File: config.mk
export PLATFORM = sky130hd
export DESIGN_NAME = bldc_commutation_and_startup_flat
export DESIGN_NICKNAME = d
export VERILOG_FILES = /design/src/hdl/bldc_pkg.sv /design/src/hdl/bldc_if.sv /design/src/hdl/bldc_cfg_regs.sv /design/src/hdl/bldc_in_stage.sv /design/src/hdl/bldc_core.sv /design/src/hdl/bldc_commutation_and_startup.sv /design/src/flat_wrapper.sv
export SDC_FILE = /design/constraint.sdc
export NUM_CORES = 1
export LEC_CHECK = 0
export BUFFER_PORTS_ARGS = -buffer_cell sky130_fd_sc_hd__buf_2
export CAP_MARGIN = 0
export CORE_MARGIN = 3
export CORE_UTILIZATION = 40
export DETAILED_ROUTE_END_ITERATION = 8
export GPL_ROUTABILITY_DRIVEN = 1
export PLACE_DENSITY_LB_ADDON = 0.12
export SLEW_MARGIN = 30
export SYNTH_ARGS = -nofsm -noshare
export SYNTH_HDL_FRONTEND = slang
export SYNTH_SLANG_ARGS = --single-unit
File: constraint.sdc
create_clock -name i_clk -period 3.06 [get_ports i_clk]
set_input_delay 0.306 -clock i_clk [delete_from_list [all_inputs] [get_ports i_clk]]
set_output_delay 0.306 -clock i_clk [all_outputs]
set_load 0.05 [all_outputs]
File: src/hdl/bldc_pkg.sv
// Package: shared types, codes, constants and the commutation pattern table.
package bldc_pkg;

    // Event codes of an input item
    typedef enum logic [1:0] {
        OP_HALL    = 2'd0,
        OP_CURRENT = 2'd1,
        OP_TICK    = 2'd2,
        OP_COMMAND = 2'd3
    } t_op;

    // Status codes of a result item
    typedef enum logic [1:0] {
        ST_RUN     = 2'd0,
        ST_OVERCUR = 2'd1,
        ST_NOCMD   = 2'd2
    } t_status;

    // Configuration register indexes
    typedef enum logic [1:0] {
        CFG_CURRENT_LIMIT = 2'd0,
        CFG_SPEED_MIN     = 2'd1,
        CFG_EDGE_RATE_MIN = 2'd2,
        CFG_RAMP_INC      = 2'd3
    } t_cfg_index;

    localparam int unsigned CfgIndexW = 2;
    localparam int unsigned CfgDataW  = 16;

    // Command byte decoding
    localparam logic [7:0] CmdStop  = 8'd101;
    localparam logic [7:0] CmdLimit = 8'd102;
    localparam logic [7:0] CmdBase  = 8'd100;
    localparam logic [2:0] TimeoutTicks = 3'd4;
    localparam logic [15:0] EdgeCountMax = 16'hFFFF;

    // Reset values of the configuration registers
    localparam logic [9:0] CurrentLimitReset = 10'd1023;
    localparam logic [7:0] RampIncReset      = 8'd1;

    // Configuration values as seen by the control core
    typedef struct packed {
        logic [9:0]  current_limit;
        logic [7:0]  speed_minimum;
        logic [15:0] edge_rate_minimum;
        logic [7:0]  ramp_increment;
    } t_cfg;

    // One registered input item
    typedef struct packed {
        t_op         op;
        logic [2:0]  hall_code;
        logic [9:0]  current_sample;
        logic [7:0]  command_byte;
    } t_item;

    // Six-step switch pattern for a hall code; invalid codes switch all off
    function automatic logic [15:0] phase_pattern(input logic [2:0] code);
        logic [15:0] pat;
        case (code)
            3'd1:    pat = 16'h0210;
            3'd2:    pat = 16'h2004;
            3'd3:    pat = 16'h0204;
            3'd4:    pat = 16'h0801;
            3'd5:    pat = 16'h0810;
            3'd6:    pat = 16'h2001;
            default: pat = 16'h0000;
        endcase
        return pat;
    endfunction

endpackage

File: src/hdl/bldc_if.sv
// Interfaces: input item, result item and configuration write channels.
interface bldc_in_if
    import bldc_pkg::*;
();
    logic       valid;
    logic       ready;
    t_op        op;
    logic [2:0] hall_code;
    logic [9:0] current_sample;
    logic [7:0] command_byte;

    modport source (output valid, op, hall_code, current_sample, command_byte, input ready);
    modport sink   (input valid, op, hall_code, current_sample, command_byte, output ready);
endinterface

interface bldc_out_if;
    logic        valid;
    logic        ready;
    logic [7:0]  duty;
    logic [15:0] phase_override;
    logic [1:0]  status;
    logic        closed_loop;

    modport source (output valid, duty, phase_override, status, closed_loop, input ready);
    modport sink   (input valid, duty, phase_override, status, closed_loop, output ready);
endinterface

interface bldc_cfg_if
    import bldc_pkg::*;
();
    logic                 valid;
    logic                 ready;
    logic [CfgIndexW-1:0] index;
    logic [CfgDataW-1:0]  data;

    modport source (output valid, index, data, input ready);
    modport sink   (input valid, index, data, output ready);
endinterface

File: src/hdl/bldc_cfg_regs.sv
// Configuration register file written through the configuration channel.
module bldc_cfg_regs
    import bldc_pkg::*;
(
    input  logic           i_clk,
    input  logic           i_rst_n,
    bldc_cfg_if.sink       i_cfg,
    output t_cfg           o_cfg
);

    t_cfg r_cfg;

    assign i_cfg.ready = 1'b1;
    assign o_cfg       = r_cfg;

    // Write the addressed register
    always_ff @(posedge i_clk) begin
        if (!i_rst_n) begin
            r_cfg.current_limit     <= CurrentLimitReset;
            r_cfg.speed_minimum     <= '0;
            r_cfg.edge_rate_minimum <= '0;
            r_cfg.ramp_increment    <= RampIncReset;
        end else if (i_cfg.valid) begin
            case (t_cfg_index'(i_cfg.index))
                CFG_CURRENT_LIMIT: r_cfg.current_limit     <= i_cfg.data[9:0];
                CFG_SPEED_MIN:     r_cfg.speed_minimum     <= i_cfg.data[7:0];
                CFG_EDGE_RATE_MIN: r_cfg.edge_rate_minimum <= i_cfg.data;
                CFG_RAMP_INC:      r_cfg.ramp_increment    <= i_cfg.data[7:0];
                default: begin
                end
            endcase
        end
    end

endmodule

File: src/hdl/bldc_in_stage.sv
// Input register: captures one item and holds it until the core takes it.
module bldc_in_stage
    import bldc_pkg::*;
(
    input  logic     i_clk,
    input  logic     i_rst_n,
    bldc_in_if.sink  i_item,
    input  logic     i_take,
    output logic     o_valid,
    output t_item    o_item
);

    logic  r_valid;
    t_item r_item;

    // Free when empty or when the held item leaves this cycle
    assign i_item.ready = !r_valid || i_take;
    assign o_valid      = r_valid;
    assign o_item       = r_item;

    always_ff @(posedge i_clk) begin
        if (!i_rst_n) begin
            r_valid <= 1'b0;
        end else if (i_item.ready) begin
            r_valid <= i_item.valid;
        end
    end

    // Capture the payload of an accepted item
    always_ff @(posedge i_clk) begin
        if (i_item.valid && i_item.ready) begin
            r_item.op             <= i_item.op;
            r_item.hall_code      <= i_item.hall_code;
            r_item.current_sample <= i_item.current_sample;
            r_item.command_byte   <= i_item.command_byte;
        end
    end

endmodule

File: src/hdl/bldc_core.sv
// Control core: applies one item to the motor state; the state is the result register.
module bldc_core
    import bldc_pkg::*;
(
    input  logic       i_clk,
    input  logic       i_rst_n,
    input  t_cfg       i_cfg,
    input  logic       i_valid,
    input  t_item      i_item,
    output logic       o_take,
    bldc_out_if.source o_result
);

    logic        r_out_valid;
    logic [9:0]  r_last_current;
    logic [15:0] r_edge_count;
    logic [7:0]  r_speed_command;
    logic [2:0]  r_timeout_left;
    logic [2:0]  r_ramp_index;
    logic        r_mode_closed;
    t_status     r_status;
    logic [7:0]  r_duty;
    logic [15:0] r_override;

    logic [9:0]  n_last_current;
    logic [15:0] n_edge_count;
    logic [7:0]  n_speed_command;
    logic [2:0]  n_timeout_left;
    logic [2:0]  n_ramp_index;
    logic        n_mode_closed;
    t_status     n_status;
    logic [7:0]  n_duty;
    logic [15:0] n_override;

    // Take an item when the result slot is empty or being emptied
    assign o_take = i_valid && (!r_out_valid || o_result.ready);

    assign o_result.valid          = r_out_valid;
    assign o_result.duty           = r_duty;
    assign o_result.phase_override = r_override;
    assign o_result.status         = r_status;
    assign o_result.closed_loop    = r_mode_closed;

    // Next state for the held item
    always_comb begin
        n_last_current  = r_last_current;
        n_edge_count    = r_edge_count;
        n_speed_command = r_speed_command;
        n_timeout_left  = r_timeout_left;
        n_ramp_index    = r_ramp_index;
        n_mode_closed   = r_mode_closed;
        n_status        = r_status;
        n_duty          = r_duty;
        n_override      = r_override;
        case (i_item.op)
            OP_HALL: begin
                if (r_mode_closed) begin
                    n_override = phase_pattern(i_item.hall_code);
                end
                if (r_edge_count != EdgeCountMax) begin
                    n_edge_count = r_edge_count + 16'd1;
                end
            end
            OP_CURRENT: begin
                n_last_current = i_item.current_sample;
            end
            OP_TICK: begin
                n_edge_count = '0;
                if (r_last_current > i_cfg.current_limit) begin
                    // Overcurrent trip
                    n_duty   = '0;
                    n_status = ST_OVERCUR;
                end else if (r_timeout_left != '0) begin
                    n_duty   = '0;
                    n_status = ST_RUN;
                    n_timeout_left = r_timeout_left - 3'd1;
                    if (r_speed_command > i_cfg.speed_minimum) begin
                        if (r_edge_count > i_cfg.edge_rate_minimum) begin
                            // Hall edges fast enough: follow the sensors
                            n_duty        = r_speed_command;
                            n_mode_closed = 1'b1;
                        end else begin
                            // Open-loop ramp with stepped patterns
                            n_mode_closed = 1'b0;
                            n_duty        = r_duty + i_cfg.ramp_increment;
                            n_override    = phase_pattern(r_ramp_index);
                            n_ramp_index  = r_ramp_index + 3'd1;
                        end
                    end
                end else begin
                    // Commands timed out: drop the drive
                    n_duty   = '0;
                    n_status = ST_NOCMD;
                end
            end
            OP_COMMAND: begin
                if (i_item.command_byte != '0 && i_item.command_byte < CmdLimit) begin
                    if (i_item.command_byte == CmdStop) begin
                        n_speed_command = '0;
                    end else begin
                        n_speed_command = {CmdBase[6:0] - i_item.command_byte[6:0], 1'b0};
                    end
                    n_timeout_left = TimeoutTicks;
                end
            end
            default: begin
            end
        endcase
    end

    // Result valid flag
    always_ff @(posedge i_clk) begin
        if (!i_rst_n) begin
            r_out_valid <= 1'b0;
        end else if (!r_out_valid || o_result.ready) begin
            r_out_valid <= i_valid;
        end
    end

    // Motor state, which is also the result payload
    always_ff @(posedge i_clk) begin
        if (!i_rst_n) begin
            r_last_current  <= '0;
            r_edge_count    <= '0;
            r_speed_command <= '0;
            r_timeout_left  <= '0;
            r_ramp_index    <= '0;
            r_mode_closed   <= 1'b0;
            r_status        <= ST_RUN;
            r_duty          <= '0;
            r_override      <= '0;
        end else if (o_take) begin
            r_last_current  <= n_last_current;
            r_edge_count    <= n_edge_count;
            r_speed_command <= n_speed_command;
            r_timeout_left  <= n_timeout_left;
            r_ramp_index    <= n_ramp_index;
            r_mode_closed   <= n_mode_closed;
            r_status        <= n_status;
            r_duty          <= n_duty;
            r_override      <= n_override;
        end
    end

endmodule

File: src/hdl/bldc_commutation_and_startup.sv
// Items pass the input register, then the state/result register.
// Throughput: one item per cycle while results are taken; the input register and the
// state/result register form two stages, and while a result waits the input register
// takes one more item and then holds the input side off until the result is taken.
// Configuration writes take effect in the cycle after the write and are always ready.
// Reset (synchronous, active low) clears all motor state and loads register defaults.
module bldc_commutation_and_startup
    import bldc_pkg::*;
(
    input  logic       i_clk,
    input  logic       i_rst_n,
    bldc_in_if.sink    i_item,
    bldc_cfg_if.sink   i_cfg,
    bldc_out_if.source o_result
);

    t_cfg  w_cfg;
    t_item w_item;
    logic  w_item_valid;
    logic  w_take;

    // Configuration registers
    bldc_cfg_regs u_cfg_regs (
        .i_clk   (i_clk),
        .i_rst_n (i_rst_n),
        .i_cfg   (i_cfg),
        .o_cfg   (w_cfg)
    );

    // Input register
    bldc_in_stage u_in_stage (
        .i_clk   (i_clk),
        .i_rst_n (i_rst_n),
        .i_item  (i_item),
        .i_take  (w_take),
        .o_valid (w_item_valid),
        .o_item  (w_item)
    );

    // Control core and result register
    bldc_core u_core (
        .i_clk    (i_clk),
        .i_rst_n  (i_rst_n),
        .i_cfg    (w_cfg),
        .i_valid  (w_item_valid),
        .i_item   (w_item),
        .o_take   (w_take),
        .o_result (o_result)
    );

endmodule

File: src/flat_wrapper.sv
// flat-port wrapper written by rule: the top's interface ports become plain ports
module bldc_commutation_and_startup_flat import bldc_pkg::*;
  (i_clk, i_rst_n, i_item_valid, i_item_op, i_item_hall_code, i_item_current_sample, i_item_command_byte, i_item_ready, i_cfg_valid, i_cfg_index, i_cfg_data, i_cfg_ready, o_result_valid, o_result_duty, o_result_phase_override, o_result_status, o_result_closed_loop, o_result_ready);
  bldc_in_if i_item_i ();
  bldc_cfg_if i_cfg_i ();
  bldc_out_if o_result_i ();
  input  logic i_clk;
  input  logic i_rst_n;
  input wire logic [$bits(i_item_i.valid)-1:0] i_item_valid;
  input wire logic [$bits(i_item_i.op)-1:0] i_item_op;
  input wire logic [$bits(i_item_i.hall_code)-1:0] i_item_hall_code;
  input wire logic [$bits(i_item_i.current_sample)-1:0] i_item_current_sample;
  input wire logic [$bits(i_item_i.command_byte)-1:0] i_item_command_byte;
  output wire logic [$bits(i_item_i.ready)-1:0] i_item_ready;
  input wire logic [$bits(i_cfg_i.valid)-1:0] i_cfg_valid;
  input wire logic [$bits(i_cfg_i.index)-1:0] i_cfg_index;
  input wire logic [$bits(i_cfg_i.data)-1:0] i_cfg_data;
  output wire logic [$bits(i_cfg_i.ready)-1:0] i_cfg_ready;
  output wire logic [$bits(o_result_i.valid)-1:0] o_result_valid;
  output wire logic [$bits(o_result_i.duty)-1:0] o_result_duty;
  output wire logic [$bits(o_result_i.phase_override)-1:0] o_result_phase_override;
  output wire logic [$bits(o_result_i.status)-1:0] o_result_status;
  output wire logic [$bits(o_result_i.closed_loop)-1:0] o_result_closed_loop;
  input wire logic [$bits(o_result_i.ready)-1:0] o_result_ready;
  assign i_item_i.valid = i_item_valid;
  assign i_item_i.op = i_item_op;
  assign i_item_i.hall_code = i_item_hall_code;
  assign i_item_i.current_sample = i_item_current_sample;
  assign i_item_i.command_byte = i_item_command_byte;
  assign i_item_ready = i_item_i.ready;
  assign i_cfg_i.valid = i_cfg_valid;
  assign i_cfg_i.index = i_cfg_index;
  assign i_cfg_i.data = i_cfg_data;
  assign i_cfg_ready = i_cfg_i.ready;
  assign o_result_valid = o_result_i.valid;
  assign o_result_duty = o_result_i.duty;
  assign o_result_phase_override = o_result_i.phase_override;
  assign o_result_status = o_result_i.status;
  assign o_result_closed_loop = o_result_i.closed_loop;
  assign o_result_i.ready = o_result_ready;
  bldc_commutation_and_startup u_core (.i_clk(i_clk), .i_rst_n(i_rst_n), .i_item(i_item_i), .i_cfg(i_cfg_i), .o_result(o_result_i));
endmodule
==> results.ini, run 1 <==
[run_status]
status=finished, final reports clean

[worst_setup_path]
cp_cell_sequence=ha_1 -> nand4_1 -> or4_1 -> or2_0 -> nor3b_2 -> nor4_4 -> buf_4 -> a21o_2 -> a211oi_2
cp.buffers_inverters=1
crit_path_max_fanout=11
max_stage_delay_ns=0.46
cp.depth=9
criticalPathCategory=register to register
cp-end-kind=register
crit_arrival_ns=3.04
cp.required_ns=3.35
r2r_cells=9
crit_family=simple AND/OR/NAND/NOR gates
cp_slowest_cell=or4_1
critPathLaunchType=register

[place]
gp_congestion=0.847
dp_hpwl_um=10400
portBuffers=64
dp.cells=922

[synthesis]
synth_cells=694
synth.avg_cell_area_um2=8.94
yosys-top-cells-area=dfxtp_1, edfxtp_1, ha_1
synth_ff_type=dfxtp_1
synth_top_area_share_pct=32.3
synth_area_um2=6200
synth_cell_types=65
ys_seq_elements=123
yosysSeqAreaShare_pct=43.4
synth-edff-count=23
async_reset_ff_share_pct=0
yosys_warnings=0
synth_largest_area_cell=dfxtp_1

[sta]
slew-limit-headroom_pct=51.9
min_period_ns=2.75
hold_viol=0
slew_violations=0
clock_skew_ns=0.00730
post-route-period-util_pct=90.0
fin_tns_setup_ns=0
max_freq_ghz=0.363
rsz0062_at_grt=false
tightest_slew_ns=0.719
setup_viol=0

[clock_tree]
clockBufferDepth=2
cts_max_level=4
hold_buffers=0
clock-sinks=123
insertion_delay_ns=0.42
cts_tree=built
cts-root-buf=clkbuf_16
clkTransAtPathRegs_ns=0.06
numCtsBuffers=17

[cells_and_area]
antenna_cells=0
synthToLayoutAreaGrowth_pct=17.7
n_fill_cell=1425
fin_nets=855
layout_commonest_cell=nand2_1
mostFrequentLayoutCells=nand2_1, dfxtp_1, a21oi_1, buf_2, inv_1
multi_input_area_um2=3150
regArea_um2=2690
drive_gt1_share_pct=16.2
final_cells=955

[global_routing]
antenna_found_initial=0
gr-total-overflow=0
top_usage_layer=met2
grt_max_degree=35
global_route.usage.met1_pct=23.6
grt_pass1_vias=4836
met3_usage_pct=5.04
grtUsageTotal_pct=18.1
grt_first_pass_wirelength_um=24000
grt_util_met2_pct=28.7

[drt]
dr.pass1.iters=5
vias_per_cell=5.21
drc=0
finalWirelength_um=14400
num_vias=4977
wl_per_cell_um=15.1
postRouteAntennaNets=0
drt-initial-drc-count=295

[power]
clkPwrFrac_pct=51.4
p_switching_mw=0.970
power_per_cell_area_nw_per_um2=580
p_sw_share_pct=22.9
ir_worst_vdd_mv=0.401
pwr-share-seq_pct=40.9
p_leak_nw=3.01
combinationalPowerShare_pct=7.7
p_int_mw=3.26

[die]
core_area_um2=14900
fp-row-count=44
dieArea_um2=17000
die_x_um=131
die_h_um=131
initial_core_util_pct=41.7
boundaryPins=76

[min_path]
worstHoldPathCells=1
worstHoldPathType=primary input to register

[run]
cap_violations=0

## kinds of logic (layout without fill, tap and decap cells)
| group | Yosys count | count (layout) | synth area share, % |
|---|---|---|---|
| AOI/OAI and AO/OA | 156 | 156 | 16.0 |
| xor gates and xnor gates | 17 | 17 | 2.40 |
| adders and majority gates | 51 | 51 | 10.4 |
| buffers and inverters | 90 | 158 | 6.54 |
| DFF | 123 | 123 | 43.4 |
| muxes | 18 | 18 | 2.93 |
| other | 2 | 11 | 0.121 |
| and+or+nand+nor | 237 | 237 | 18.2 |
## cells in the mapped netlist (11+ instances only)
cell / instances
nand3_1: 20
clkbuf_1: 19
dfxtp_1: 100
o211ai_1: 11
inv_1: 55
nand2_1: 107
o21ai_0: 17
ha_1: 50
nor2_1: 49
buf_4: 11
edfxtp_1: 23
mux2i_1: 17
a21oi_1: 65
## power by group through the flow
stage	Clock, mW	Combinational (mW)	Sequential (mW)
after floorplan	0	0.240	1.76
after global routing	2.30	0.366	1.74
after global placement	0	0.317	1.76
after detailed placement	0	0.322	1.77
final	2.18	0.325	1.73
after CTS	2.21	0.326	1.73
## metrics by stage
step	util, %	hold WS [ns]	power, mW	cell area (um2)	setup slack, ns
floorplan	-	0.405	2.00	6240	0.610
global placement	44.7	0.448	2.08	6640	0.199
detailed placement	44.7	0.449	2.09	6640	0.158
CTS	49.0	0.0439	4.27	7280	0.133
global route	49.1	0.0367	4.40	7300	0.0707
finish	49.1	0.0619	4.23	7300	0.306
## flip-flops by register name (all words and copies together), names as in the netlist
| register | flops |
|---|---|
| u_core.u_core.o_result.valid | 1 |
| u_core.u_core.o_result.phase_override | 6 |
| u_core.u_core.o_result.duty | 8 |
| u_core.u_core.o_result.closed_loop | 1 |
| u_core.u_core.r_speed_command | 7 |
| u_core.u_core.r_ramp_index | 3 |
| u_core.u_cfg_regs.o_cfg | 42 |
| u_core.u_in_stage.o_valid | 1 |
| u_core.u_in_stage.o_item | 23 |
| u_core.u_core.r_last_current | 10 |
| u_core.u_core.r_timeout_left | 3 |
| u_core.u_core.r_edge_count | 16 |
| u_core.u_core.o_result.status | 2 |
## routing by layer
layer  vias up  routed length, um
li1       2528                  -
met1      2335               6710
met2        97               6870
met3        17                610
met4         0                209
met5         -                  0
## path summary, 6_finish.rpt
check	start	endpoint	slack, ns
worst max-delay path	u_core.u_core.r_edge_count[14]	u_core.u_core.o_result.phase_override[9]	0.31
worst min-delay path	i_item_op[0]	u_core.u_in_stage.o_item[21]	0.06
worst max register to register	u_core.u_core.r_edge_count[14]	u_core.u_core.o_result.phase_override[9]	0.31
worst min register to register	u_core.u_cfg_regs.o_cfg[14]	u_core.u_cfg_regs.o_cfg[14]	0.45
## repair_timing
action                                  4_1_cts  5_1_grt
buffers inserted                              0        1
resized for setup                             0        1
endpoints found under the hold margin         0        0
endpoints found under the setup margin        0        9
## cell type report
class	count	area share (%)
clock buffer	21	6.60
clock inverter	11	2.25
inverter	55	2.83
multi-input combinational	490	43.2
sequential	123	36.9
tap	184	3.16
timing repair buffer	71	5.11
(Power assumes the default switching activity.)
==> inputs of run 2 (changes only) <==
--- a/config.mk
+++ b/config.mk
@@ -7,6 +7,7 @@
 export LEC_CHECK = 0
 export BUFFER_PORTS_ARGS = -buffer_cell sky130_fd_sc_hd__buf_2
 export CAP_MARGIN = 0
+export CORE_ASPECT_RATIO = 1.1
 export CORE_MARGIN = 3
 export CORE_UTILIZATION = 40
 export DETAILED_ROUTE_END_ITERATION = 8
==> results.ini, run 2 (synthesized netlist as in run 1, its figures left out) <==
[sta]
tightest_slew_ns=0.795  ; +0.0758 ns
slew-limit-headroom_pct=46.8  ; -5.1 points
clock_skew_ns=0.00738  ; +0.0000788 ns
max_freq_ghz=0.369  ; +1.5%
slew_violations=0  ; unchanged
setup_viol=0  ; unchanged
fin_tns_setup_ns=0  ; unchanged
post-route-period-util_pct=88.6  ; -1.4 points
hold_viol=0  ; unchanged
fin_hold_ws_ns=0.0602  ; -0.00168 ns
min_period_ns=2.71  ; -0.0414 ns
rsz0062_at_grt=false

[worst_setup_path]
critPathLaunchType=register
reg2reg_slack_ns=0.35  ; +0.04 ns
max_stage_delay_ns=0.50  ; +0.04 ns
crit_arrival_ns=2.98  ; -0.06 ns
crit_path_max_fanout=11  ; unchanged
cp-end-kind=register
cp_slowest_cell=or4_1
cp.required_ns=3.33  ; -0.02 ns
criticalPathCategory=register to register
cp_cell_sequence=ha_1 -> nand4_1 -> or4_1 -> or2_0 -> nor3b_2 -> nor4_4 -> buf_4 -> a21o_2 -> a211oi_2

[die]
dieArea_um2=17000  ; about the same
die_x_um=125  ; -4.4%
initial_core_util_pct=41.0  ; -0.69 points
boundaryPins=76  ; unchanged
core_area_um2=15100  ; +1.7%
fp-row-count=47  ; +6.8%
die_h_um=137  ; +4.7%

[drt]
drc=0  ; unchanged
wl_per_cell_um=14.7  ; -2.4%
postRouteAntennaNets=0  ; unchanged
vias_per_cell=5.08  ; -2.5%
num_vias=4916  ; -1.2%
dr.pass1.iters=4  ; -1
drt-initial-drc-count=257  ; -13%
finalWirelength_um=14200  ; -1.1%

[min_path]
worstHoldPathType=primary input to register

[global_routing]
grt_pass1_vias=4757  ; -1.6%
antenna_found_initial=0  ; unchanged
grt_first_pass_wirelength_um=23400  ; -2.6%
grtUsageTotal_pct=17.2  ; -0.88 points
grt_max_degree=66  ; +89%
gr-total-overflow=0  ; unchanged

[cells_and_area]
fin_nets=855  ; unchanged
synthToLayoutAreaGrowth_pct=15.7
n_fill_cell=1473  ; +3.4%
antenna_cells=0  ; unchanged
largest_reg_flops=42  ; unchanged
multi_input_area_um2=3140  ; -0.16%
layout_commonest_cell=nand2_1
regArea_um2=2690  ; unchanged
mostFrequentLayoutCells=nand2_1, dfxtp_1, a21oi_1, buf_2, inv_1
drive_gt1_share_pct=16.0  ; -0.26 points
fin_area_um2=7180  ; -1.6%

[clock_tree]
insertion_delay_ns=0.42  ; about the same
post-cts-setup-buffer-count=0  ; unchanged
cts_max_level=4  ; unchanged
numCtsBuffers=17  ; unchanged
clockBufferDepth=2  ; unchanged
cts_resized=0  ; unchanged
hold_buffers=0  ; unchanged
clkTransAtPathRegs_ns=0.06  ; about the same
cts-root-buf=clkbuf_16
cts_tree=built
clock-sinks=123  ; unchanged

[power]
p_leak_nw=2.97  ; -1.4%
power_per_cell_area_nw_per_um2=532  ; -8.3%
ir_worst_vdd_mv=0.434  ; +8.2%

[run_status]
status=finished, final reports clean

[place]
portBuffers=64  ; unchanged
gp_congestion=0.809  ; -4.4%
dp_hpwl_um=10600  ; +2.2%
placed_area_um2=6660  ; +0.34%

[run]
cap_violations=0  ; unchanged

[run 2: layout make-up]
cell class | instances | area share (%)
multi-input combinational | 490 | 43.8
sequential | 123 | 37.5
clock buffer | 22 | 6.47
timing repair buffer | 71 | 5.19
tap | 196 | 3.42
inverter | 55 | 2.88
clock inverter | 10 | 0.732
[run 2: path summary, 6_finish.rpt]
check,from,to,depth (start not counted)
setup / recovery,u_core.u_core.r_edge_count[10],u_core.u_core.o_result.phase_override[13],9
hold / removal,i_item_current_sample[6],u_core.u_in_stage.o_item[14],1
setup reg to reg,u_core.u_core.r_edge_count[10],u_core.u_core.o_result.phase_override[13],9
hold reg to reg,u_core.u_core.r_last_current[0],u_core.u_core.r_last_current[0],2
[run 2: routing by layer]
metal / vias to the layer above / part of all wire, % / wire length, um / track usage [%]
met4: 0 / 1.4 / 195 / 5.79
met2: 81 / 48 / 6860 / 29.0
met5: - / 0 / 0 / 0
met1: 2294 / 47 / 6720 / 21.6
li1: 2526 / - / - / -
met3: 15 / 3.2 / 455 / 4.33
[run 2: power by group]
part / total [mW] / internal, mW / switching [mW]
logic: 0.324 / 0.114 / 0.210
clock network: 1.76 / 1.06 / 0.700
registers: 1.73 / 1.70 / 0.0315
[run 2: critical path, delay by kind of cell, from the launching register on]
kind | cells | cell delay, ns
simple gates | 5 | 1.33
buf+inv | 1 | 0.21
fa+ha+maj | 1 | 0.35
flops | 1 | 0.35
compound gates | 2 | 0.33
[run 2: through the flow]
| stage | power, mW | setup WS (ns) | utilization, % | std cells |
|---|---|---|---|---|
| after floorplan | 2.00 | 0.610 | - | 703 |
| after global placement | 2.08 | 0.391 | 44.1 | 935 |
| after detailed placement | 2.09 | 0.371 | 44.1 | 935 |
| after CTS | 3.86 | 0.339 | 47.5 | 967 |
| final | 3.82 | 0.347 | 47.5 | 967 |
| after global routing | 3.97 | 0.164 | 47.5 | 967 |
